File: src/sv/ulcm_pkg.sv
package ulcm_pkg;

    localparam int KEY_COUNT = 6;
    localparam int KEY_MAX   = 23;
    localparam int IDX_W     = 5;

    typedef logic [2:0]       func_t;
    typedef logic [IDX_W-1:0] key_idx_t;
    typedef logic [31:0][7:0] key_text_t;

    localparam logic [7:0] CH_LF = 8'h0A;
    localparam logic [7:0] CH_CR = 8'h0D;

    // Byte 0 of each entry is the last character of the keyword.
    localparam key_text_t KEY_TEXT [KEY_COUNT] = '{
        {"led_shift_", "left_on"},
        {"led_shift_", "right_on"},
        {"led_shift_", "left_keep_on"},
        {"led_shift_", "right_keep_on"},
        {"led_", "flower_on"},
        {"led_", "flower_off"}
    };

    localparam key_idx_t KEY_LEN [KEY_COUNT] = '{
        5'd17, 5'd18, 5'd22, 5'd23, 5'd13, 5'd14
    };

    typedef struct packed {
        logic     clear;
        logic     valid;
        key_idx_t idx;
    } cmp_ctl_t;

    // Character j (from the start) of keyword k.
    function automatic logic [7:0] key_byte(input int unsigned k, input key_idx_t j);
        key_idx_t pos;
        pos = KEY_LEN[k] - 5'd1 - j;
        return KEY_TEXT[k][pos];
    endfunction

endpackage

File: src/sv/ulcm_item_if.sv
interface ulcm_item_if;
    logic       valid;
    logic       ready;
    logic       mode;
    logic [7:0] rx_byte;

    modport source (output valid, output mode, output rx_byte, input ready);
    modport sink (input valid, input mode, input rx_byte, output ready);
endinterface

File: src/sv/ulcm_result_if.sv
interface ulcm_result_if;
    import ulcm_pkg::*;

    logic       valid;
    logic       ready;
    func_t      func_code;
    logic       line_taken;
    logic       keyword_hit;
    logic       byte_dropped;
    logic [2:0] lines_waiting;

    modport source (
        output valid, output func_code, output line_taken, output keyword_hit,
        output byte_dropped, output lines_waiting, input ready
    );
    modport sink (
        input valid, input func_code, input line_taken, input keyword_hit,
        input byte_dropped, input lines_waiting, output ready
    );
endinterface

File: src/sv/ulcm_key_check.sv
module ulcm_key_check #(
    parameter int LEN_W = 5
) (
    input  logic              clk,
    input  logic              rst_n,
    input  ulcm_pkg::cmp_ctl_t ctl,
    input  logic [7:0]        data,
    input  logic [LEN_W-1:0]  len,
    output logic              hit,
    output ulcm_pkg::func_t   code
);
    import ulcm_pkg::*;

    logic [KEY_COUNT-1:0] match_reg;
    logic [KEY_COUNT-1:0] match_next;
    logic [KEY_COUNT-1:0] full;

    // Knock out a keyword as soon as one of its characters differs.
    always_comb
    begin
        match_next = match_reg;
        if (ctl.clear)
        begin
            match_next = '1;
        end
        else if (ctl.valid)
        begin
            for (int k = 0; k < KEY_COUNT; k++)
            begin
                if ((ctl.idx < KEY_LEN[k]) && (data != key_byte(k, ctl.idx)))
                begin
                    match_next[k] = 1'b0;
                end
            end
        end
    end

    always_ff @(posedge clk or negedge rst_n)
    begin
        if (!rst_n)
        begin
            match_reg <= '1;
        end
        else
        begin
            match_reg <= match_next;
        end
    end

    // A keyword hits only if the line is at least as long; lowest index wins.
    always_comb
    begin
        hit  = 1'b0;
        code = '0;
        for (int k = KEY_COUNT - 1; k >= 0; k--)
        begin
            full[k] = match_reg[k] && (32'(len) >= 32'(KEY_LEN[k]));
            if (full[k])
            begin
                hit  = 1'b1;
                code = func_t'(k);
            end
        end
    end

endmodule

File: src/sv/uart_line_queue_command_matcher.sv
// Byte word: accepted and answered via the output register; a new word may follow
// each cycle while that register is free or taken. Service word with a stored
// line: 23 keyword character reads from the line memory, one per cycle, then read
// latency and decision. Empty ring: answered without a scan. One word is in work at a time.
// Reset clears slot pointers, fill position, selected function and output valid;
// line memory contents are undefined until written and need no clearing pass.
module uart_line_queue_command_matcher #(
    parameter int LINE_SLOTS = 8,
    parameter int LINE_BYTES = 32
) (
    input  logic          clk,
    input  logic          rst_n,
    ulcm_item_if.sink     item,
    ulcm_result_if.source result
);
    import ulcm_pkg::*;

    localparam int SLOT_W = $clog2(LINE_SLOTS);
    localparam int CNT_W  = SLOT_W + 1;
    localparam int CI_W   = $clog2(LINE_BYTES);
    localparam int DEPTH  = LINE_SLOTS * LINE_BYTES;
    localparam int ADDR_W = $clog2(DEPTH);

    localparam logic [1:0] S_IDLE  = 2'd0;
    localparam logic [1:0] S_SCAN  = 2'd1;
    localparam logic [1:0] S_DRAIN = 2'd2;
    localparam logic [1:0] S_FIN   = 2'd3;

    // Line characters and per-slot line lengths.
    logic [7:0]      line_mem [DEPTH];
    logic [CI_W-1:0] len_mem  [LINE_SLOTS];

    logic [1:0]        state_reg, state_next;
    logic [SLOT_W-1:0] ws_reg, ws_next;
    logic [SLOT_W-1:0] rs_reg, rs_next;
    logic [CI_W-1:0]   ci_reg, ci_next;
    func_t             func_reg, func_next;
    key_idx_t          j_reg, j_next;
    logic              cmp_valid_reg, cmp_valid_next;
    key_idx_t          cmp_idx_reg, cmp_idx_next;

    logic [7:0]        rd_data_reg;
    logic [CI_W-1:0]   len_rd_reg;
    logic [ADDR_W-1:0] rd_addr;
    logic [ADDR_W-1:0] wr_addr;
    logic              char_we;
    logic              len_we;

    // Output register.
    logic       out_valid_reg;
    logic       out_load;
    logic       taken_reg, taken_next;
    logic       hit_reg, hit_next;
    logic       drop_reg, drop_next;
    logic [2:0] wait_reg, wait_next;

    logic       accept;
    logic       ring_full;
    logic       key_hit;
    func_t      key_code;
    cmp_ctl_t   cmp_ctl;
    logic [CNT_W-1:0] diff;

    function automatic logic [SLOT_W-1:0] next_slot(input logic [SLOT_W-1:0] s);
        return (s == SLOT_W'(LINE_SLOTS - 1)) ? '0 : s + 1'b1;
    endfunction

    assign item.ready = (state_reg == S_IDLE) && (!out_valid_reg || result.ready);
    assign accept     = item.valid && item.ready;
    assign ring_full  = (next_slot(ws_reg) == rs_reg);

    assign rd_addr = ADDR_W'(rs_reg) * ADDR_W'(LINE_BYTES) + ADDR_W'(j_reg);
    assign wr_addr = ADDR_W'(ws_reg) * ADDR_W'(LINE_BYTES) + ADDR_W'(ci_reg);

    assign cmp_ctl.clear = accept && item.mode;
    assign cmp_ctl.valid = cmp_valid_reg;
    assign cmp_ctl.idx   = cmp_idx_reg;

    ulcm_key_check #(
        .LEN_W (CI_W)
    ) u_key_check (
        .clk   (clk),
        .rst_n (rst_n),
        .ctl   (cmp_ctl),
        .data  (rd_data_reg),
        .len   (len_rd_reg),
        .hit   (key_hit),
        .code  (key_code)
    );

    always_comb
    begin
        state_next     = state_reg;
        ws_next        = ws_reg;
        rs_next        = rs_reg;
        ci_next        = ci_reg;
        func_next      = func_reg;
        j_next         = j_reg;
        cmp_valid_next = 1'b0;
        cmp_idx_next   = cmp_idx_reg;
        char_we        = 1'b0;
        len_we         = 1'b0;
        out_load       = 1'b0;
        taken_next     = 1'b0;
        hit_next       = 1'b0;
        drop_next      = 1'b0;

        unique case (state_reg)
            S_IDLE:
            begin
                if (accept)
                begin
                    if (!item.mode)
                    begin
                        out_load = 1'b1;
                        if (ring_full)
                        begin
                            drop_next = 1'b1;
                        end
                        else if ((item.rx_byte == CH_LF) || (item.rx_byte == CH_CR))
                        begin
                            // Close the line: record its length, advance the slot.
                            len_we  = 1'b1;
                            ci_next = '0;
                            ws_next = next_slot(ws_reg);
                        end
                        else if (ci_reg >= CI_W'(LINE_BYTES - 1))
                        begin
                            drop_next = 1'b1;
                        end
                        else
                        begin
                            char_we = 1'b1;
                            ci_next = ci_reg + 1'b1;
                        end
                    end
                    else if (rs_reg == ws_reg)
                    begin
                        // Nothing to pop.
                        out_load = 1'b1;
                    end
                    else
                    begin
                        j_next     = '0;
                        state_next = S_SCAN;
                    end
                end
            end
            S_SCAN:
            begin
                // Issue one character read per cycle; compare it in the next cycle.
                cmp_valid_next = 1'b1;
                cmp_idx_next   = j_reg;
                if (j_reg == key_idx_t'(KEY_MAX - 1))
                begin
                    state_next = S_DRAIN;
                end
                else
                begin
                    j_next = j_reg + 1'b1;
                end
            end
            S_DRAIN:
            begin
                state_next = S_FIN;
            end
            S_FIN:
            begin
                out_load   = 1'b1;
                taken_next = 1'b1;
                hit_next   = key_hit;
                rs_next    = next_slot(rs_reg);
                if (key_hit)
                begin
                    func_next = key_code;
                end
                state_next = S_IDLE;
            end
            default:
            begin
                state_next = S_IDLE;
            end
        endcase

        // Complete lines held after this word, saturated at 7.
        if (ws_next >= rs_next)
        begin
            diff = CNT_W'(ws_next) - CNT_W'(rs_next);
        end
        else
        begin
            diff = CNT_W'(ws_next) + CNT_W'(LINE_SLOTS) - CNT_W'(rs_next);
        end
        wait_next = (32'(diff) > 7) ? 3'd7 : 3'(diff);
    end

    always_ff @(posedge clk or negedge rst_n)
    begin
        if (!rst_n)
        begin
            state_reg     <= S_IDLE;
            ws_reg        <= '0;
            rs_reg        <= '0;
            ci_reg        <= '0;
            func_reg      <= '0;
            j_reg         <= '0;
            cmp_valid_reg <= 1'b0;
            cmp_idx_reg   <= '0;
            out_valid_reg <= 1'b0;
        end
        else
        begin
            state_reg     <= state_next;
            ws_reg        <= ws_next;
            rs_reg        <= rs_next;
            ci_reg        <= ci_next;
            func_reg      <= func_next;
            j_reg         <= j_next;
            cmp_valid_reg <= cmp_valid_next;
            cmp_idx_reg   <= cmp_idx_next;
            if (out_load)
            begin
                out_valid_reg <= 1'b1;
            end
            else if (result.ready)
            begin
                out_valid_reg <= 1'b0;
            end
        end
    end

    // Result payload: hold until the next load.
    always_ff @(posedge clk)
    begin
        if (out_load)
        begin
            taken_reg <= taken_next;
            hit_reg   <= hit_next;
            drop_reg  <= drop_next;
            wait_reg  <= wait_next;
        end
    end

    // Line memory: one write port, one registered read port.
    always_ff @(posedge clk)
    begin
        if (char_we)
        begin
            line_mem[wr_addr] <= item.rx_byte;
        end
        rd_data_reg <= line_mem[rd_addr];
    end

    // Length memory: written on line close, read at the oldest slot.
    always_ff @(posedge clk)
    begin
        if (len_we)
        begin
            len_mem[ws_reg] <= ci_reg;
        end
        len_rd_reg <= len_mem[rs_reg];
    end

    assign result.valid         = out_valid_reg;
    assign result.func_code     = func_reg;
    assign result.line_taken    = taken_reg;
    assign result.keyword_hit   = hit_reg;
    assign result.byte_dropped  = drop_reg;
    assign result.lines_waiting = wait_reg;

    // A keyword hit only comes with a popped line.
    assert property (@(posedge clk) disable iff (!rst_n)
        result.valid && result.keyword_hit |-> result.line_taken)
    else $error("keyword hit without popped line");

    // No input word is taken while a line scan is running.
    assert property (@(posedge clk) disable iff (!rst_n)
        (state_reg != S_IDLE) |-> !item.ready)
    else $error("input ready during scan");

    // The scan result must find the output register free.
    assert property (@(posedge clk) disable iff (!rst_n)
        (state_reg == S_FIN) |-> !out_valid_reg)
    else $error("scan result would overwrite pending word");

    // A scan only starts on a non-empty ring.
    assert property (@(posedge clk) disable iff (!rst_n)
        (state_reg == S_SCAN) |-> (rs_reg != ws_reg))
    else $error("scan on empty ring");

endmodule
File: src/flat_wrapper.sv
// flat-port wrapper written by rule: the top's interface ports become plain ports
module uart_line_queue_command_matcher_flat import ulcm_pkg::*;
#(
    parameter int LINE_SLOTS = 8,
    parameter int LINE_BYTES = 32
)
  (clk, rst_n, item_valid, item_mode, item_rx_byte, item_ready, result_valid, result_func_code, result_line_taken, result_keyword_hit, result_byte_dropped, result_lines_waiting, result_ready);
  ulcm_item_if item_i ();
  ulcm_result_if result_i ();
  input  logic clk;
  input  logic rst_n;
  input wire logic [$bits(item_i.valid)-1:0] item_valid;
  input wire logic [$bits(item_i.mode)-1:0] item_mode;
  input wire logic [$bits(item_i.rx_byte)-1:0] item_rx_byte;
  output wire logic [$bits(item_i.ready)-1:0] item_ready;
  output wire logic [$bits(result_i.valid)-1:0] result_valid;
  output wire logic [$bits(result_i.func_code)-1:0] result_func_code;
  output wire logic [$bits(result_i.line_taken)-1:0] result_line_taken;
  output wire logic [$bits(result_i.keyword_hit)-1:0] result_keyword_hit;
  output wire logic [$bits(result_i.byte_dropped)-1:0] result_byte_dropped;
  output wire logic [$bits(result_i.lines_waiting)-1:0] result_lines_waiting;
  input wire logic [$bits(result_i.ready)-1:0] result_ready;
  assign item_i.valid = item_valid;
  assign item_i.mode = item_mode;
  assign item_i.rx_byte = item_rx_byte;
  assign item_ready = item_i.ready;
  assign result_valid = result_i.valid;
  assign result_func_code = result_i.func_code;
  assign result_line_taken = result_i.line_taken;
  assign result_keyword_hit = result_i.keyword_hit;
  assign result_byte_dropped = result_i.byte_dropped;
  assign result_lines_waiting = result_i.lines_waiting;
  assign result_i.ready = result_ready;
  uart_line_queue_command_matcher #(.LINE_SLOTS(LINE_SLOTS), .LINE_BYTES(LINE_BYTES)) u_core (.clk(clk), .rst_n(rst_n), .item(item_i), .result(result_i));
endmodule
File: config.mk
export PLATFORM = sky130hd
export DESIGN_NAME = uart_line_queue_command_matcher_flat
export DESIGN_NICKNAME = d
export VERILOG_FILES = /design/src/sv/ulcm_pkg.sv /design/src/sv/ulcm_item_if.sv /design/src/sv/ulcm_result_if.sv /design/src/sv/ulcm_key_check.sv /design/src/sv/uart_line_queue_command_matcher.sv /design/src/flat_wrapper.sv
export SDC_FILE = /design/constraint.sdc
export NUM_CORES = 2
export LEC_CHECK = 0
export BUFFER_PORTS_ARGS = -buffer_cell sky130_fd_sc_hd__buf_2
export CAP_MARGIN = 20
export CORE_UTILIZATION = 40
export CTS_CLUSTER_DIAMETER = 150
export DETAILED_ROUTE_END_ITERATION = 10
export PLACE_DENSITY = 0.53
export SLEW_MARGIN = 25
export SYNTH_ARGS = -nofsm -noshare
export SYNTH_HDL_FRONTEND = slang
export SYNTH_SLANG_ARGS = --single-unit
File: constraint.sdc
create_clock -name clk -period 4.2 [get_ports clk]
set_input_delay 0.84 -clock clk [delete_from_list [all_inputs] [get_ports clk]]
set_output_delay 0.84 -clock clk [all_outputs]
set_load 0.02 [all_outputs]
# --- Word level (Yosys, flattened, before mapping) ---
# Memory sizes are Yosys's and may differ from the RTL's. A register that Yosys moved wholly into a read port is not among the register bits.
# Index checks and enable logic that the tools add are counted.
op_classes:
  eq_ne: 22
  n_addsub: 15
  order_cmp: 21
  muxes: 73
  bitwise_logic: 4
  n_reduce_logical: 39
ops:
  columns: ["cell", "n"]
  rows:
  - ["two-way mux 8 bit", 6]
  - ["!= test 8 bit", 6]
  - ["two-way mux 3 bit", 14]
  - ["two-way mux 1 bit", 37]
  - ["< comparator 5 x 6 -> 1 bit (second input constant)", 6]
  - ["two-way mux 5 bit", 6]
  - [">= comparator 5 bit (second input constant)", 5]
  - ["< comparator 5 bit (second input constant)", 4]
  - ["subtractor 5 bit (first input constant)", 4]
  - ["nonzero test 2 bit", 9]
  - ["adder 8 x 5 -> 8 bit", 2]
  - ["== test 8 x 4 -> 1 bit (second input constant)", 2]
  - ["logical AND 1 bit", 15]
  - ["AND reduction 2 bit", 7]
  - ["two-way mux 6 bit", 2]
  - ["adder 5 x 1 -> 5 bit (second input constant)", 2]
  - [">= comparator 5 x 4 -> 1 bit (second input constant)", 2]
  - ["< comparator 5 x 4 -> 1 bit (second input constant)", 2]
  - ["case mux 5 bit (2 select lines)", 1]
  - ["AND reduction 5 bit", 2]
  - ["subtractor 4 x 5 -> 5 bit (first input constant)", 2]
  - ["two-way mux 2 bit", 4]
  - ["case mux 2 bit (4 select lines)", 1]
  - ["adder 3 x 1 -> 3 bit (second input constant)", 2]
  - ["other kinds (20)", 31]
word_totals:
  ramBits: 2088
  romBits: 1536
  regBits: 40
  elab_cells: 201
  inputBits: 13
  memories: 8
mem_list:
  columns: ["name", "words", "word_bits", "rd", "rd_clocked_by_memory_dff", "write_ports", "line_no", "source"]
  rows:
  - ["u_core.line_mem", 256, 8, 1, 1, 1, "uart_line_queue_command_matcher.sv:30", "logic [7:0] line_mem [DEPTH];"]
  - ["(no name shown)", 32, 8, 1, 0, 0, "ulcm_pkg.sv:38", "return KEY_TEXT[k][pos];"]
  - ["(no name shown)", 32, 8, 1, 0, 0, "ulcm_pkg.sv:38", null]
  - ["(no name shown)", 32, 8, 1, 0, 0, "ulcm_pkg.sv:38", null]
  - ["(no name shown)", 32, 8, 1, 0, 0, "ulcm_pkg.sv:38", null]
  - ["(no name shown)", 32, 8, 1, 0, 0, "ulcm_pkg.sv:38", null]
  - ["+2 memories", null, null, null, null, null, null, null]

# --- Longest topological paths before layout ---
logic_depth:
  word_depth: 11
  ltp_mapped: 17
  ltp_nobuf: 16

# --- Cells and area by module ---
# From an unflattened synthesis, not the netlist that was laid out.
hier_totals:
  cells_unflattened: 4476
  hier_area_um2: 86365.3
by_module_without_submodules:
  columns: ["module", "area_per_inst_um2", "cells_per_inst", "instances", "seq_area_each_um2"]
  rows:
  - ["uart_line_queue_command_matcher", 83174.8, 4032, 1, 63841.2]
  - ["ulcm_key_check", 3190.6, 444, 1, 157.7]

# --- Worst setup path before layout ---
# OpenSTA, ideal clock, no wires.
synth_path:
  path_type: "input port to flip-flop"
  start: "input item_rx_byte[0]"
  end: "register u_core.wait_reg[1] (netlist: u_core.result.lines_waiting[1]), data pin"
  path_stages: 12
  path_slack_ns: 0.287
  t_arrival_ns: 3.651
  setup_ns: 0.262
  path_cell_list: "or3b_2 > a21oi_1 > and2_1 > clkbuf_1 > mux2i_1 > ha_1 > inv_1 > fa_1 > fa_1 > a211oi_1 > a221oi_1 > or2_2"
synth_between:
  elab_chain_len: 11
  elab_cells_between_ends: 14
synth_lines:
  columns: ["item", "line_no", "source"]
  rows:
  - ["start: declaration", "flat_wrapper.sv:14", "input wire logic [$bits(item_i.rx_byte)-1:0] item_rx_byte;"]
  - ["== test 8 x 4 -> 1 bit", "uart_line_queue_command_matcher.sv:120", "else if ((item.rx_byte == CH_LF) || (item.rx_byte == CH_CR))"]
  - ["logical OR 1 bit (*)", "uart_line_queue_command_matcher.sv:120", null]
  - ["two-way mux 3 bit (*)", "uart_line_queue_command_matcher.sv:120", null]
  - ["two-way mux 3 bit (*)", "uart_line_queue_command_matcher.sv:116", "if (ring_full)"]
  - ["two-way mux 3 bit (*)", "uart_line_queue_command_matcher.sv:113", "if (!item.mode)"]
  - ["two-way mux 3 bit (*)", "uart_line_queue_command_matcher.sv:111", "if (accept)"]
  - ["two-way mux 3 bit (*)", "uart_line_queue_command_matcher.sv:108", "unique case (state_reg)"]
  - ["adder 3 x 4 -> 4 bit", "uart_line_queue_command_matcher.sv:192", "diff = CNT_W'(ws_next) + CNT_W'(LINE_SLOTS) - CNT_W'(rs_next);"]
  - ["subtractor 4 x 3 -> 4 bit", "uart_line_queue_command_matcher.sv:192", null]
  - ["two-way mux 4 bit (*)", "uart_line_queue_command_matcher.sv:186", "if (ws_next >= rs_next)"]
  - ["> comparator 4 x 3 -> 1 bit", "uart_line_queue_command_matcher.sv:194", "wait_next = (32'(diff) > 7) ? 3'd7 : 3'(diff);"]
  - ["end signal: assignment", "uart_line_queue_command_matcher.sv:240", "wait_reg <= wait_next;"]
  - ["end: declaration", "uart_line_queue_command_matcher.sv:55", "logic [2:0] wait_reg, wait_next;"]
# Mark *: on every way between the ends. The rest lies on a longest branch, timed or not.
# A chain may end at the register's enable or synchronous reset.

# --- Final worst setup path ---
layout_path:
  start: "register u_core.ws_reg[1]"
  end: "memory u_core.line_mem[46][7], enable pin"
layout_between:
  elab_chain_len: 9
  elab_cells_between_ends: 11
layout_lines:
  columns: ["item", "line_no", "source"]
  rows:
  - ["start: declaration", "uart_line_queue_command_matcher.sv:34", "logic [SLOT_W-1:0] ws_reg, ws_next;"]
  - ["start signal: assignment", "uart_line_queue_command_matcher.sv:214", "ws_reg <= ws_next;"]
  - ["adder 3 x 1 -> 3 bit / == test 3 bit (equally long branches)", "uart_line_queue_command_matcher.sv:65", "return (s == SLOT_W'(LINE_SLOTS - 1)) ? '0 : s + 1'b1;"]
  - ["two-way mux 3 bit", "uart_line_queue_command_matcher.sv:65", null]
  - ["== test 3 bit", "uart_line_queue_command_matcher.sv:70", "assign ring_full = (next_slot(ws_reg) == rs_reg);"]
  - ["two-way mux 1 bit", "uart_line_queue_command_matcher.sv:116", null]
  - ["two-way mux 1 bit", "uart_line_queue_command_matcher.sv:113", null]
  - ["two-way mux 1 bit", "uart_line_queue_command_matcher.sv:111", null]
  - ["two-way mux 1 bit", "uart_line_queue_command_matcher.sv:108", null]
  - ["two-way mux 1 bit", "uart_line_queue_command_matcher.sv:247", "if (char_we)"]
  - ["two-way mux 1 bit (implied by the code)", "uart_line_queue_command_matcher.sv:249", "line_mem[wr_addr] <= item.rx_byte;"]
  - ["end: declaration", "uart_line_queue_command_matcher.sv:30", null]
# Several ways; a longest one is shown, not always the timed one.

==> flow_metrics.py <==
metrics = {
    "outcome": {
        "status": "finished, final reports clean",
    },
    "routing": {
        "drt-total-wl_mm": 251,
        "drc": 0,
        "drt_iter0_drc": 4939,
        "ant_nets": 0,
        "vias_per_cell": 5.83,
        "first_pass_iters": 8,
        "dr_total_vias": 45908,
        "wire_per_inst_um": 31.8,
    },
    "cts": {
        "cts_inserted_buffers": 217,
        "htree_levels": 4,
        "clk_latency_ps": 880,
        "cts-root-buf": "clkbuf_16",
        "cts.path.max_buffers": 3,
        "tritoncts": "done",
        "postCtsSetupBuffers": 0,
        "cts.repair.resized": 0,
        "cts_hold_repair.buffers": 1,
        "cts.reportedPaths.clkPinSlew_ps": 60,
        "clock_sinks": 2141,
    },
    "cells_and_area": {
        "n_fill_cell": 18314,
        "final_cell_area_sq_mm": 0.0978,
        "area_growth_pct": 13.1,
        "final_util": 0.455,
        "largest_reg_flops": 2048,
        "final_cells": 7876,
        "nNetsFinal": 4902,
        "drive_gt1_frac": 0.197,
    },
    "floorplan": {
        "die_y_um": 467,
        "die-area_sq_mm": 0.218,
        "core-area_sq_mm": 0.215,
        "ios": 24,
        "die_w_um": 467,
        "initial_utilization": 0.403,
        "fp-row-count": 170,
    },
    "synth": {
        "synthArstFlopShare": 0.0159,
        "synth_fp_nets": 4673,
        "synth_area_sq_mm": 0.0865,
        "yosys_warnings": 0,
        "ys.flop_type": "edfxtp_1",
        "syn_avg_cell_area_sq_um": 18.7,
        "syn_inst": 4620,
        "synth-seq-cells": 2141,
        "synth-edff-count": 2094,
        "netlist-cell-type-count": 82,
        "ys_seq_area_frac": 0.740,
    },
    "power_and_ir_drop": {
        "p_leak_nw": 30.3,
        "power-per-cell-area_mw_per_mm2": 627,
        "ir_worst_vdd_uv": 571,
    },
    "sta": {
        "whs_ps": 282,
        "min_period_over_period": 0.922,
        "max_freq_mhz": 258,
        "finalHoldViolCount": 0,
        "period_minus_slack_ps": 3870,
        "tns_ps": 0,
        "maxSlewViolCount": 0,
        "tightest_slew_ps": 1250,
        "setup_viol": 0,
        "maxSlewHeadroom": 0.166,
        "worst_clock_skew_ps": 36.3,
        "rsz0062_at_grt": "no",
    },
    "placement": {
        "io_buffers": 23,
        "placed_cell_area_sq_mm": 0.0912,
        "gp_congestion": 0.854,
        "place_hpwl_mm": 154,
        "placed_cells": 7466,
    },
    "critical_path": {
        "r2r_end": "u_core.line_mem[46][7]",
        "worstPathRequired_ps": 4690,
        "path_max_fanout": 25,
        "worst_setup_path_start_kind": "register",
        "reg2reg_from": "u_core.ws_reg[1]",
        "crit_type": "reg2reg",
        "reg2regPathDepth": 12,
        "regToRegSetupSlack_ps": 330,
        "critPathCaptureType": "register",
        "cp_data_arrival_time_ps": 4360,
    },
    "hold_path": {
        "hold_class": "in2reg",
        "whs_path_depth": 3,
        "worstHoldEndpoint": "u_core.result.valid",
        "worstHoldStart": "result_ready",
    },
    "global_route": {
        "antenna_found_initial": 11,
        "grt_max_degree": 195,
        "grt_usage": 0.230,
        "grt_pass1_wl_mm": 355,
        "grt-ovfl-total": 0,
        "grt_pass1_vias": 45920,
    },
    "job": {
        "drv_cap": 0,
    },
}
==> cells in the mapped netlist (18+ instances only) <==
master,n,share of area
o211ai_1,18,0.0016
ha_1,38,0.0055
clkbuf_1,129,0.0056
buf_2,44,0.0025
o22ai_1,78,0.0056
xnor2_1,32,0.0032
mux2i_1,382,0.044
a31oi_1,20,0.0014
mux4_2,358,0.093
edfxtp_1,2094,0.73
inv_1,26,0.0011
nand3_1,53,0.0031
nor2_1,345,0.015
a211oi_1,72,0.0062
o21ai_0,135,0.0078
buf_1,22,0.00095
nand2_1,146,0.0063
a21oi_1,98,0.0057
xor2_1,23,0.0023
a22oi_1,29,0.0025
o221ai_1,43,0.0044
a221oi_1,42,0.0043
nor3_1,40,0.0023
nor2b_1,25,0.0018
dfrtp_1,28,0.0081
buf_8,19,0.0033
buf_6,43,0.0056
==> area by class of cell <==
type	instances	area [sq um]	area share
Inverter	32	125	0.00128
Clock inverter	130	916	0.00936
Sequential cell	2141	64000	0.654
Multi-Input combinational cell	2169	20700	0.211
Tap cell	2838	3550	0.0363
Timing Repair Buffer	288	2830	0.0289
Clock buffer	273	5700	0.0583
Antenna cell	5	12.5	0.000128
==> kinds of logic (layout without fill, tap and decap cells) <==
logic type | after synthesis | in the layout | share of synthesized area
buffers and inverters | 310 | 723 | 0.0218
adder cells (fa/ha/maj) | 41 | 41 | 0.00608
multiplexers | 768 | 768 | 0.144
XOR/XNOR | 57 | 57 | 0.00595
flip-flops | 2141 | 2141 | 0.740
other | 0 | 5 | 0
AO/OA/AOI/OAI | 612 | 612 | 0.0473
AND/OR/NAND/NOR | 691 | 691 | 0.0351
==> how the worst max path moves through the flow <==
stage / start / endpoint / cells past startpoint
after floorplan: item_rx_byte[0] / u_core.result.lines_waiting[1] / 12
after CTS: u_core.ws_reg[1] / u_core.line_mem[64][0] / 12
after global placement: item_rx_byte[5] / u_core.result.lines_waiting[1] / 15
after global routing: u_core.ws_reg[1] / u_core.line_mem[192][3] / 13
final: u_core.ws_reg[1] / u_core.line_mem[46][7] / 12
after detailed placement: item_rx_byte[5] / u_core.result.lines_waiting[1] / 15
==> metal layers <==
| metal | global-route usage | routed length (um) | vias to the layer above |
|---|---|---|---|
| met3 | 0.0410 | 18000 | 360 |
| met4 | 0.0702 | 7430 | 4 |
| li1 | - | - | 19308 |
| met5 | 0 | 27 | - |
| met1 | 0.324 | 107000 | 24416 |
| met2 | 0.364 | 119000 | 1820 |
==> cells in the final DEF, fill, tap and decap left out, types with 40 or more instances in the layout <==
cell	n
a211oi_1	72
a21oi_1	98
a221oi_1	42
buf_12	50
buf_4	213
clkbuf_1	52
clkbuf_16	219
clkinv_1	69
edfxtp_1	2094
mux2i_1	382
mux4_2	358
nand2_1	144
nand3_1	52
nor2_1	339
nor3_1	40
o21ai_0	135
o221ai_1	43
o22ai_1	78
==> where the power goes <==
part           total [mW]  leakage [nW]  internal (mW)  switching (mW)
clock network        18.3          3.24           10.1            8.22
registers            24.4          19.4           23.8           0.654
logic                18.7          7.68           6.82            11.8
total                61.4          30.3           40.7            20.7
==> metrics by stage <==
| stage | power, mW | setup slack [ps] |
|---|---|---|
| floorplan | 35.5 | 287 |
| global placement | 43.4 | -555 |
| detailed placement | 43.4 | -510 |
| CTS | 61.6 | 296 |
| global route | 63.4 | 105 |
| finish | 61.4 | 327 |
==> critical path, stage by stage (launching register included) <==
cell and delay (ps):
dfrtp_1 390, ha_1 190, ha_1 300, xor2_1 150
nor3_1 80, nor3_1 320, buf_4 180, and2_1 180
nor2b_2 230, buf_12 230, nand3_1 100, buf_4 300
nor2_1 790
Power figures use the tool's default switching activity.
